## config.mk

```make
export PLATFORM = sky130hd
export DESIGN_NAME = partition_fit_allocator_unit
export DESIGN_NICKNAME = d
export VERILOG_FILES = /design/src/sv/pfa_pkg.sv /design/src/sv/pfa_regs.sv /design/src/sv/pfa_ctrl.sv /design/src/sv/pfa_dp.sv /design/src/sv/partition_fit_allocator_unit.sv
export SDC_FILE = /design/constraint.sdc
export NUM_CORES = 1
export LEC_CHECK = 0
export BUFFER_PORTS_ARGS = -buffer_cell sky130_fd_sc_hd__buf_2
export CAP_MARGIN = 10
export CORE_ASPECT_RATIO = 0.75
export CORE_MARGIN = 5
export CORE_UTILIZATION = 45
export DETAILED_ROUTE_END_ITERATION = 8
export PLACE_DENSITY = 0.65
export SYNTH_ARGS = -nofsm -noshare
export SYNTH_HDL_FRONTEND = slang
export SYNTH_SLANG_ARGS = --single-unit
```

## constraint.sdc

```tcl
create_clock -name clk -period 3.15 [get_ports clk]
set_input_delay 0.4725 -clock clk [delete_from_list [all_inputs] [get_ports clk]]
set_output_delay 0.4725 -clock clk [all_outputs]
set_load 0.02 [all_outputs]
```

## src/sv/pfa_pkg.sv

```systemverilog
`default_nettype none

package pfa_pkg;

	// Field widths of the words on the two channels and of the registers
	localparam int SIZE_W    = 16;
	localparam int SEL_W     = 4;
	localparam int MODE_W    = 2;
	localparam int SCAN_W    = 5;
	localparam int PADDR_W   = 3;
	localparam int PDATA_W   = 32;

	// Opcodes
	localparam logic OP_LOAD  = 1'b0;
	localparam logic OP_ALLOC = 1'b1;

	// Placement policies
	localparam logic [MODE_W-1:0] MODE_FIRST = 2'd0;
	localparam logic [MODE_W-1:0] MODE_BEST  = 2'd1;
	localparam logic [MODE_W-1:0] MODE_WORST = 2'd2;

	// Register indexes, taken from paddr[2]
	localparam int   REG_SEL_BIT  = 2;
	localparam logic REG_FIT_MODE = 1'b0;
	localparam logic REG_PARTS    = 1'b1;

	typedef struct packed {
		logic              opcode;
		logic [SEL_W-1:0]  part_select;
		logic [SIZE_W-1:0] size_value;
	} req_word_t;

	typedef struct packed {
		logic              granted;
		logic [SEL_W-1:0]  granted_index;
		logic [SIZE_W-1:0] free_before;
		logic [SIZE_W-1:0] free_after;
	} rsp_word_t;

	// Controller to datapath
	typedef struct packed {
		logic load;    // write the table at the accepted word's index
		logic start;   // latch the request, clear the scan
		logic scan;    // issue one table read, advance the counter
		logic commit;  // charge the pick, load the result register
	} cmd_t;

	// Datapath to controller
	typedef struct packed {
		logic issue_done;  // every entry up to the limit has been read
		logic cmp_busy;    // a read is still in the compare stage
	} sts_t;

endpackage

`default_nettype wire

```

## src/sv/pfa_regs.sv

```systemverilog
`default_nettype none

module pfa_regs import pfa_pkg::*; (
	input  wire logic               clk,
	input  wire logic               arst_n,
	input  wire logic               psel,
	input  wire logic               penable,
	input  wire logic               pwrite,
	input  wire logic [PADDR_W-1:0] paddr,
	input  wire logic [PDATA_W-1:0] pwdata,
	output logic      [PDATA_W-1:0] prdata,
	output logic                    pready,
	output logic      [MODE_W-1:0]  fit_mode,
	output logic      [SCAN_W-1:0]  parts_in_use
);

	logic [MODE_W-1:0] fit_mode_q;
	logic [SCAN_W-1:0] parts_q;
	logic              wr_en;

	assign pready = 1'b1;
	assign wr_en  = psel && penable && pwrite && pready;

	always_ff @(posedge clk or negedge arst_n) begin
		if (!arst_n) begin
			fit_mode_q <= '0;
			parts_q    <= '0;
		end else if (wr_en) begin
			unique case (paddr[REG_SEL_BIT])
				REG_FIT_MODE: fit_mode_q <= pwdata[MODE_W-1:0];
				REG_PARTS:    parts_q    <= pwdata[SCAN_W-1:0];
				default:      ;
			endcase
		end
	end

	always_comb begin
		unique case (paddr[REG_SEL_BIT])
			REG_FIT_MODE: prdata = {{(PDATA_W-MODE_W){1'b0}}, fit_mode_q};
			REG_PARTS:    prdata = {{(PDATA_W-SCAN_W){1'b0}}, parts_q};
			default:      prdata = '0;
		endcase
	end

	assign fit_mode     = fit_mode_q;
	assign parts_in_use = parts_q;

endmodule

`default_nettype wire

```

## src/sv/pfa_ctrl.sv

```systemverilog
`default_nettype none

module pfa_ctrl import pfa_pkg::*; (
	input  wire logic clk,
	input  wire logic arst_n,
	input  wire logic req_valid,
	input  wire logic req_opcode,
	output logic      req_stall,
	output logic      rsp_valid,
	input  wire logic rsp_stall,
	input  wire sts_t sts,
	output cmd_t      cmd
);

	localparam logic [1:0] ST_IDLE   = 2'd0;
	localparam logic [1:0] ST_SCAN   = 2'd1;
	localparam logic [1:0] ST_COMMIT = 2'd2;

	logic [1:0] state_q;
	logic [1:0] state_d;
	logic       out_valid_q;
	logic       accept;
	logic       commit_ok;

	assign req_stall = (state_q != ST_IDLE);
	assign accept    = req_valid && !req_stall;
	// The result register frees up in the same cycle its word is taken
	assign commit_ok = (state_q == ST_COMMIT) && (!out_valid_q || !rsp_stall);

	always_comb begin
		state_d = state_q;
		unique case (state_q)
			ST_IDLE: begin
				if (accept && req_opcode == OP_ALLOC) state_d = ST_SCAN;
			end
			ST_SCAN: begin
				if (sts.issue_done && !sts.cmp_busy) state_d = ST_COMMIT;
			end
			ST_COMMIT: begin
				if (commit_ok) state_d = ST_IDLE;
			end
			default: state_d = ST_IDLE;
		endcase
	end

	always_comb begin
		cmd.load   = accept && (req_opcode == OP_LOAD);
		cmd.start  = accept && (req_opcode == OP_ALLOC);
		cmd.scan   = (state_q == ST_SCAN) && !sts.issue_done;
		cmd.commit = commit_ok;
	end

	always_ff @(posedge clk or negedge arst_n) begin
		if (!arst_n) begin
			state_q     <= ST_IDLE;
			out_valid_q <= 1'b0;
		end else begin
			state_q <= state_d;
			if (commit_ok) begin
				out_valid_q <= 1'b1;
			end else if (out_valid_q && !rsp_stall) begin
				out_valid_q <= 1'b0;
			end
		end
	end

	assign rsp_valid = out_valid_q;

endmodule

`default_nettype wire

```

## src/sv/pfa_dp.sv

```systemverilog
`default_nettype none

module pfa_dp import pfa_pkg::*; #(
	parameter int NUM_PARTS = 16,
	parameter int SIZE_BITS = 16
) (
	input  wire logic              clk,
	input  wire logic              arst_n,
	input  wire cmd_t              cmd,
	output sts_t                   sts,
	input  wire req_word_t         req_word,
	input  wire logic [MODE_W-1:0] fit_mode,
	input  wire logic [SCAN_W-1:0] parts_in_use,
	output rsp_word_t              rsp_word
);

	localparam int IDX_W = (NUM_PARTS > 1) ? $clog2(NUM_PARTS) : 1;
	localparam int CAP_I = (NUM_PARTS > 31) ? 31 : NUM_PARTS;
	localparam logic [SCAN_W-1:0] SCAN_CAP  = SCAN_W'(CAP_I);
	localparam logic [31:0]       PARTS_U32 = 32'(NUM_PARTS);

	logic [SIZE_BITS-1:0] free_mem [NUM_PARTS];

	logic [SIZE_BITS-1:0] req_size_q;
	logic [MODE_W-1:0]    mode_q;
	logic [SCAN_W-1:0]    limit_q;
	logic [SCAN_W-1:0]    cnt_q;
	logic                 cmp_vld_s1;
	logic [IDX_W-1:0]     idx_s1;
	logic [SIZE_BITS-1:0] rd_data_s1;
	logic                 found_q;
	logic [IDX_W-1:0]     pick_q;
	logic [SIZE_BITS-1:0] best_q;
	rsp_word_t            rsp_q;

	logic [SIZE_BITS+SIZE_W-1:0] size_ext;
	logic [SIZE_BITS-1:0]        size_in;
	logic [IDX_W+SEL_W-1:0]      wr_ext;
	logic [IDX_W+SCAN_W-1:0]     rd_ext;
	logic [IDX_W-1:0]            rd_idx;
	logic [IDX_W+SEL_W-1:0]      pick_ext;
	logic [SIZE_BITS+SIZE_W-1:0] best_ext;
	logic [SIZE_BITS+SIZE_W-1:0] diff_ext;
	logic [SIZE_BITS-1:0]        diff;
	logic [SCAN_W-1:0]           limit_d;
	logic                        load_ok;
	logic                        mem_we;
	logic [IDX_W-1:0]            mem_wa;
	logic [SIZE_BITS-1:0]        mem_wd;
	logic                        mode_ok;
	logic                        fits;
	logic                        take;

	// Size and index conversions between the word fields and table widths
	assign size_ext = {{SIZE_BITS{1'b0}}, req_word.size_value};
	assign size_in  = size_ext[SIZE_BITS-1:0];
	assign wr_ext   = {{IDX_W{1'b0}}, req_word.part_select};
	assign rd_ext   = {{IDX_W{1'b0}}, cnt_q};
	assign rd_idx   = rd_ext[IDX_W-1:0];
	assign pick_ext = {{SEL_W{1'b0}}, pick_q};
	assign diff     = best_q - req_size_q;
	assign best_ext = {{SIZE_W{1'b0}}, best_q};
	assign diff_ext = {{SIZE_W{1'b0}}, diff};

	assign limit_d = (parts_in_use > SCAN_CAP) ? SCAN_CAP : parts_in_use;
	assign load_ok = cmd.load && ({{(32-SEL_W){1'b0}}, req_word.part_select} < PARTS_U32);

	// One write port shared by loads (idle) and the charge (commit)
	assign mem_we = load_ok || (cmd.commit && found_q);
	assign mem_wa = cmd.commit ? pick_q : wr_ext[IDX_W-1:0];
	assign mem_wd = cmd.commit ? diff : size_in;

	always_ff @(posedge clk) begin
		if (mem_we) free_mem[mem_wa] <= mem_wd;
		if (cmd.scan) rd_data_s1 <= free_mem[rd_idx];
	end

	// Compare stage
	assign mode_ok = (mode_q == MODE_FIRST) || (mode_q == MODE_BEST) || (mode_q == MODE_WORST);
	assign fits    = rd_data_s1 >= req_size_q;
	assign take    = cmp_vld_s1 && mode_ok && fits &&
		(!found_q ||
		 ((mode_q == MODE_BEST)  && (rd_data_s1 < best_q)) ||
		 ((mode_q == MODE_WORST) && (rd_data_s1 > best_q)));

	always_ff @(posedge clk or negedge arst_n) begin
		if (!arst_n) begin
			cnt_q      <= '0;
			cmp_vld_s1 <= 1'b0;
			found_q    <= 1'b0;
		end else begin
			cmp_vld_s1 <= cmd.scan;
			if (cmd.start) begin
				cnt_q   <= '0;
				found_q <= 1'b0;
			end else begin
				if (cmd.scan) cnt_q <= cnt_q + 1'b1;
				if (take) found_q <= 1'b1;
			end
		end
	end

	always_ff @(posedge clk) begin
		if (cmd.start) begin
			req_size_q <= size_in;
			mode_q     <= fit_mode;
			limit_q    <= limit_d;
		end
		if (cmd.scan) idx_s1 <= rd_idx;
		if (take) begin
			pick_q <= idx_s1;
			best_q <= rd_data_s1;
		end
		if (cmd.commit) begin
			rsp_q.granted       <= found_q;
			rsp_q.granted_index <= found_q ? pick_ext[SEL_W-1:0] : '0;
			rsp_q.free_before   <= found_q ? best_ext[SIZE_W-1:0] : '0;
			rsp_q.free_after    <= found_q ? diff_ext[SIZE_W-1:0] : '0;
		end
	end

	assign sts.issue_done = (cnt_q >= limit_q);
	assign sts.cmp_busy   = cmp_vld_s1;
	assign rsp_word       = rsp_q;

endmodule

`default_nettype wire

```

## src/sv/partition_fit_allocator_unit.sv

```systemverilog
`default_nettype none

// Partition fit allocator. The block holds a table of free sizes, one per
// memory partition. A load word (opcode 0) writes the free size of the
// partition given by part_select and returns nothing; a load beyond
// NUM_PARTS is dropped. An allocate word (opcode 1) scans partitions
// 0 .. min(parts_in_use, NUM_PARTS)-1 for one whose free size covers
// size_value, picks it by fit_mode (0 first fit, 1 best fit, 2 worst fit;
// ties go to the lowest index), charges the request against it and returns
// one result word with the index and the free size before and after. When
// nothing fits, or fit_mode is 3, the result word is all zero and the table
// is unchanged. An entry must be loaded before an allocate scans it.
// A load leaves the block idle, so the next word is accepted right after it.
// An allocate holds req_stall while it runs: the table, which has one write
// port, is read one entry a cycle; after the last read comes the compare,
// then the sequencer waits to see the compare stage empty, and then any
// charged entry is written back. The result sits in an output register;
// the block takes the next word while that result waits, and only holds a
// later allocate in its write-back cycle until the register is free.
// Configuration goes through the APB port at byte address 0 (fit_mode) and
// 4 (parts_in_use); the user is to write it only while the block is idle,
// and the block itself does not enforce this.
module partition_fit_allocator_unit import pfa_pkg::*; #(
	parameter int NUM_PARTS = 16,
	parameter int SIZE_BITS = 16
) (
	input  wire logic               clk,
	input  wire logic               arst_n,
	// configuration port
	input  wire logic               psel,
	input  wire logic               penable,
	input  wire logic               pwrite,
	input  wire logic [PADDR_W-1:0] paddr,
	input  wire logic [PDATA_W-1:0] pwdata,
	output logic      [PDATA_W-1:0] prdata,
	output logic                    pready,
	// request channel
	input  wire logic               req_valid,
	output logic                    req_stall,
	input  wire req_word_t          req_word,
	// result channel
	output logic                    rsp_valid,
	input  wire logic               rsp_stall,
	output rsp_word_t               rsp_word
);

	logic [MODE_W-1:0] fit_mode;
	logic [SCAN_W-1:0] parts_in_use;
	cmd_t              cmd;
	sts_t              sts;

	// Register file: policy and scan count
	pfa_regs u_regs (
		.clk          (clk),
		.arst_n       (arst_n),
		.psel         (psel),
		.penable      (penable),
		.pwrite       (pwrite),
		.paddr        (paddr),
		.pwdata       (pwdata),
		.prdata       (prdata),
		.pready       (pready),
		.fit_mode     (fit_mode),
		.parts_in_use (parts_in_use)
	);

	// Sequencer: accept, scan, write back, hand over the result word
	pfa_ctrl u_ctrl (
		.clk        (clk),
		.arst_n     (arst_n),
		.req_valid  (req_valid),
		.req_opcode (req_word.opcode),
		.req_stall  (req_stall),
		.rsp_valid  (rsp_valid),
		.rsp_stall  (rsp_stall),
		.sts        (sts),
		.cmd        (cmd)
	);

	// Table memory, compare stage, pick registers and result register
	pfa_dp #(
		.NUM_PARTS (NUM_PARTS),
		.SIZE_BITS (SIZE_BITS)
	) u_dp (
		.clk          (clk),
		.arst_n       (arst_n),
		.cmd          (cmd),
		.sts          (sts),
		.req_word     (req_word),
		.fit_mode     (fit_mode),
		.parts_in_use (parts_in_use),
		.rsp_word     (rsp_word)
	);

endmodule

`default_nettype wire

```

==> flow_summary.toml <==
[status]
status = "complete, no violations"

[route]
via_count = 8159
routed_wl_um = 33100
first_pass_iters = 5
drt_iter0_drc = 792
drc = 0
ant_nets = 0
wl_per_cell_um = 22.0
drt-vias-per-instance = 5.42

[worst_setup_path]
cp_max_fo = 16
cp-startpoint = "u_dp.best_q[0]"
slowest_delay_ns = 0.40
timing.rr.end = "u_dp.free_mem[8][14]"
cpLargestDelayFamily = "compound AO/OA/AOI/OAI gates"
crit_chain = "inv_1, ha_1, fa_1, nor2b_4, o31a_1, o311a_4, o31ai_1, a21boi_0, o31ai_1, buf_4"
reg2reg_slack_ns = 0.27
crit_path_end_kind = "flip-flop"
arrival_ns = 3.24
r2r_cells = 10
cp_data_required_time_ns = 3.50
cp.depth = 10
worstReg2RegStart = "u_dp.best_q[0]"
critPathSlowestCell = "edfxtp_1"
crit_type = "flip-flop to flip-flop"
critPathMostFrequentCell = "o31ai_1"
startpoint_type = "flip-flop"
crit_buf_inv = 2
crit_end = "u_dp.free_mem[8][14]"

[sta]
finalCritPeriodShare_pct = 91.6
tns_ns = 0
final.setup_skew_ns = 0.0104
finalHoldViolCount = 0
relSlewSlack_pct = 47.9
worst_pin_slew_ns = 0.777
fmax_ghz = 0.347
rsz0062_at_grt = "no"
drv_slew = 0
period_needed_ns = 2.88
setup_violations = 0

[power]
powerDensity_nw_per_um2 = 796
ir_drop_uv = 495
leakagePower_uw = 0.00641

[logic_synthesis]
synth_flop_cell = "edfxtp_1"
synthXorXnorAreaFrac_pct = 0.499
synth_cell_types = 53
ys_seq_area_share_pct = 70.3
synth_top_area_cell = "edfxtp_1"
ys_async_sr_fraction_pct = 4.56
synthDominantCellAreaShare_pct = 67.6
yosys.area_share.adder_pct = 4.32
synth.area.mux_share_pct = 12.7
synth_compound_gate_area_share_pct = 3.74
ys_ff_latch = 373
synthesis.area_um2 = 15800
syn_inst = 895
synth-simple-area-share_pct = 5.08
synth_edf_count = 356
synth_top_family_by_area = "multiplexers"
synth_area_leaders = "edfxtp_1, mux4_2, ha_1"
synth_area_per_cell_um2 = 17.7
yosysWarnings = 0

[global_routing]
grt_pass1_vias = 8087
antenna_found_initial = 1
grt_max_degree = 69
grt_usage_pct = 17.0
overflow = 0
grt_pass1_wl_um = 49800

[clock_network]
clk_pin_slew_ns = 0.06
insertion_delay_ns = 0.53
cts_tree = "built"
root_buffer = "clkbuf_16"
cts_buffers = 37
cts_sinks = 373
cts.path.max_buffers = 3
cts_resized = 0
cts_max_level = 2

[placed_design]
gp_congestion = 0.838
hpwl_um = 21600
portBuffers = 77
dpl_cell_area_um2 = 16900

[floorplanning]
dieWidth_um = 226
num_rows = 59
die_area_um2 = 39000
initial_utilization_pct = 45.6
coreArea_um2 = 34700
num_io_pins = 135
die_h_um = 172

[job]
cap_violations = 0

[final_layout]
layout_commonest_cell = "edfxtp_1"
most-common-layout-cells = "edfxtp_1, mux4_2, buf_2, ha_1, inv_1"
finalInstanceArea_um2 = 18100
layout-drive-gt1-share_pct = 27.1
final_nets = 1139
antennaDiodeCount = 0
syn_to_final_growth_pct = 14.3

[hold_path]
hold_class = "input pin to flip-flop"
## cell usage after synthesis (all sizes together), types with 4 or more instances
cell type	number
a21oi	24
o21a	4
nand3	10
edfxtp	356
nor3b	5
buf	40
nand4	8
nor2	48
clkbuf	15
a31oi	6
nand2	45
xnor2	5
nand2b	5
a21o	8
mux2i	5
mux2	14
and2	15
xor2	4
and3	4
nor3	9
nor2b	9
mux4	80
o21ai	19
dfrtp	17
a21boi	4
o31ai	6
inv	50
ha	53
## metrics by stage
step / total power [µW] / worst slack (ns) / utilization, % / hold WS, ns / std cells
4_1_cts: 14500 / 0.277 / 52.1 / 0.111 / 1505
3_3_place_gp: 10200 / 0.379 / 48.7 / 0.402 / 1439
5_1_grt: 15100 / 0.0497 / 52.1 / 0.108 / 1505
3_5_place_dp: 10300 / 0.297 / 48.7 / 0.405 / 1439
2_1_floorplan: 9140 / 0.0950 / - / 0.177 / 921
6_report: 14400 / 0.266 / 52.1 / 0.134 / 1505
## per-layer routing
| metal | wire [µm] | track usage (%) | part of all wire, % | up-vias |
|---|---|---|---|---|
| met5 | 0 | 0 | 0 | - |
| met4 | 491 | 3.71 | 1.5 | 0 |
| met3 | 2250 | 3.70 | 6.8 | 46 |
| met2 | 15000 | 25.7 | 45 | 236 |
| met1 | 15400 | 25.9 | 47 | 4176 |
| li1 | - | - | - | 3701 |
## kinds of logic (layout without fill, tap and decap cells)
family                   Yosys count  after routing
XOR/XNOR                           9              9
adder cells (fa/ha/maj)           54             54
flip-flops                       373            373
AO/OA/AOI/OAI                     87             87
multiplexers                      99             99
other                              2             28
AND/OR/NAND/NOR                  165            165
buffers and inverters            106            233
## final cells by class
| cell class | instances | area [µm²] |
|---|---|---|
| fill | 2781 | 16600 |
| multi-input combinational | 442 | 4320 |
| inverter | 51 | 191 |
| clock inverter | 19 | 191 |
| clock buffer | 46 | 960 |
| sequential | 373 | 11100 |
| tap | 457 | 572 |
| timing repair buffer | 117 | 713 |
## worst min-delay path by stage
stage / to / from / slack [ns] / cells after the start
after detailed placement: u_dp.pick_q[1] / u_dp.idx_s1[1] / 0.40 / 0
after floorplan: u_ctrl.rsp_valid / arst_n / 0.18 / 0
after CTS: u_dp.req_size_q[12] / req_word[12] / 0.11 / 1
after global placement: u_dp.pick_q[1] / u_dp.idx_s1[1] / 0.40 / 0
after global routing: u_dp.req_size_q[3] / req_word[3] / 0.11 / 1
final: u_dp.req_size_q[1] / req_word[1] / 0.13 / 1
## report_power, final
| part | switching [µW] | internal (µW) | total (µW) |
|---|---|---|---|
| Combinational | 2120 | 1490 | 3610 |
| Clock | 1820 | 2430 | 4250 |
| Sequential | 218 | 6300 | 6520 |
| Total | 4160 | 10200 | 14400 |
## worst reg2reg max path, stage by stage, from the launching register on
cell	delay, ns
edfxtp_1	0.40
inv_1	0.09
ha_1	0.21
fa_1	0.27
nor2b_4	0.06
o31a_1	0.28
o311a_4	0.36
o31ai_1	0.29
a21boi_0	0.17
o31ai_1	0.29
buf_4	0.28
## flip-flops by register name, indices dropped and copies added, names as in the netlist, 4 cells and up
| name | cells |
|---|---|
| u_dp.best_q | 16 |
| u_dp.cnt_q | 5 |
| u_dp.free_mem | 256 |
| u_dp.idx_s1 | 4 |
| u_dp.limit_q | 5 |
| u_dp.pick_q | 4 |
| u_dp.rd_data_s1 | 16 |
| u_dp.req_size_q | 16 |
| u_dp.rsp_word | 37 |
| u_regs.parts_in_use | 5 |
## timing repair
item | 4_1_cts | 5_1_grt
hold endpoints to repair | 17 | 0
hold buffers | 1 | 0
buffers inserted | 0 | 0
(Power assumes the default switching activity.)
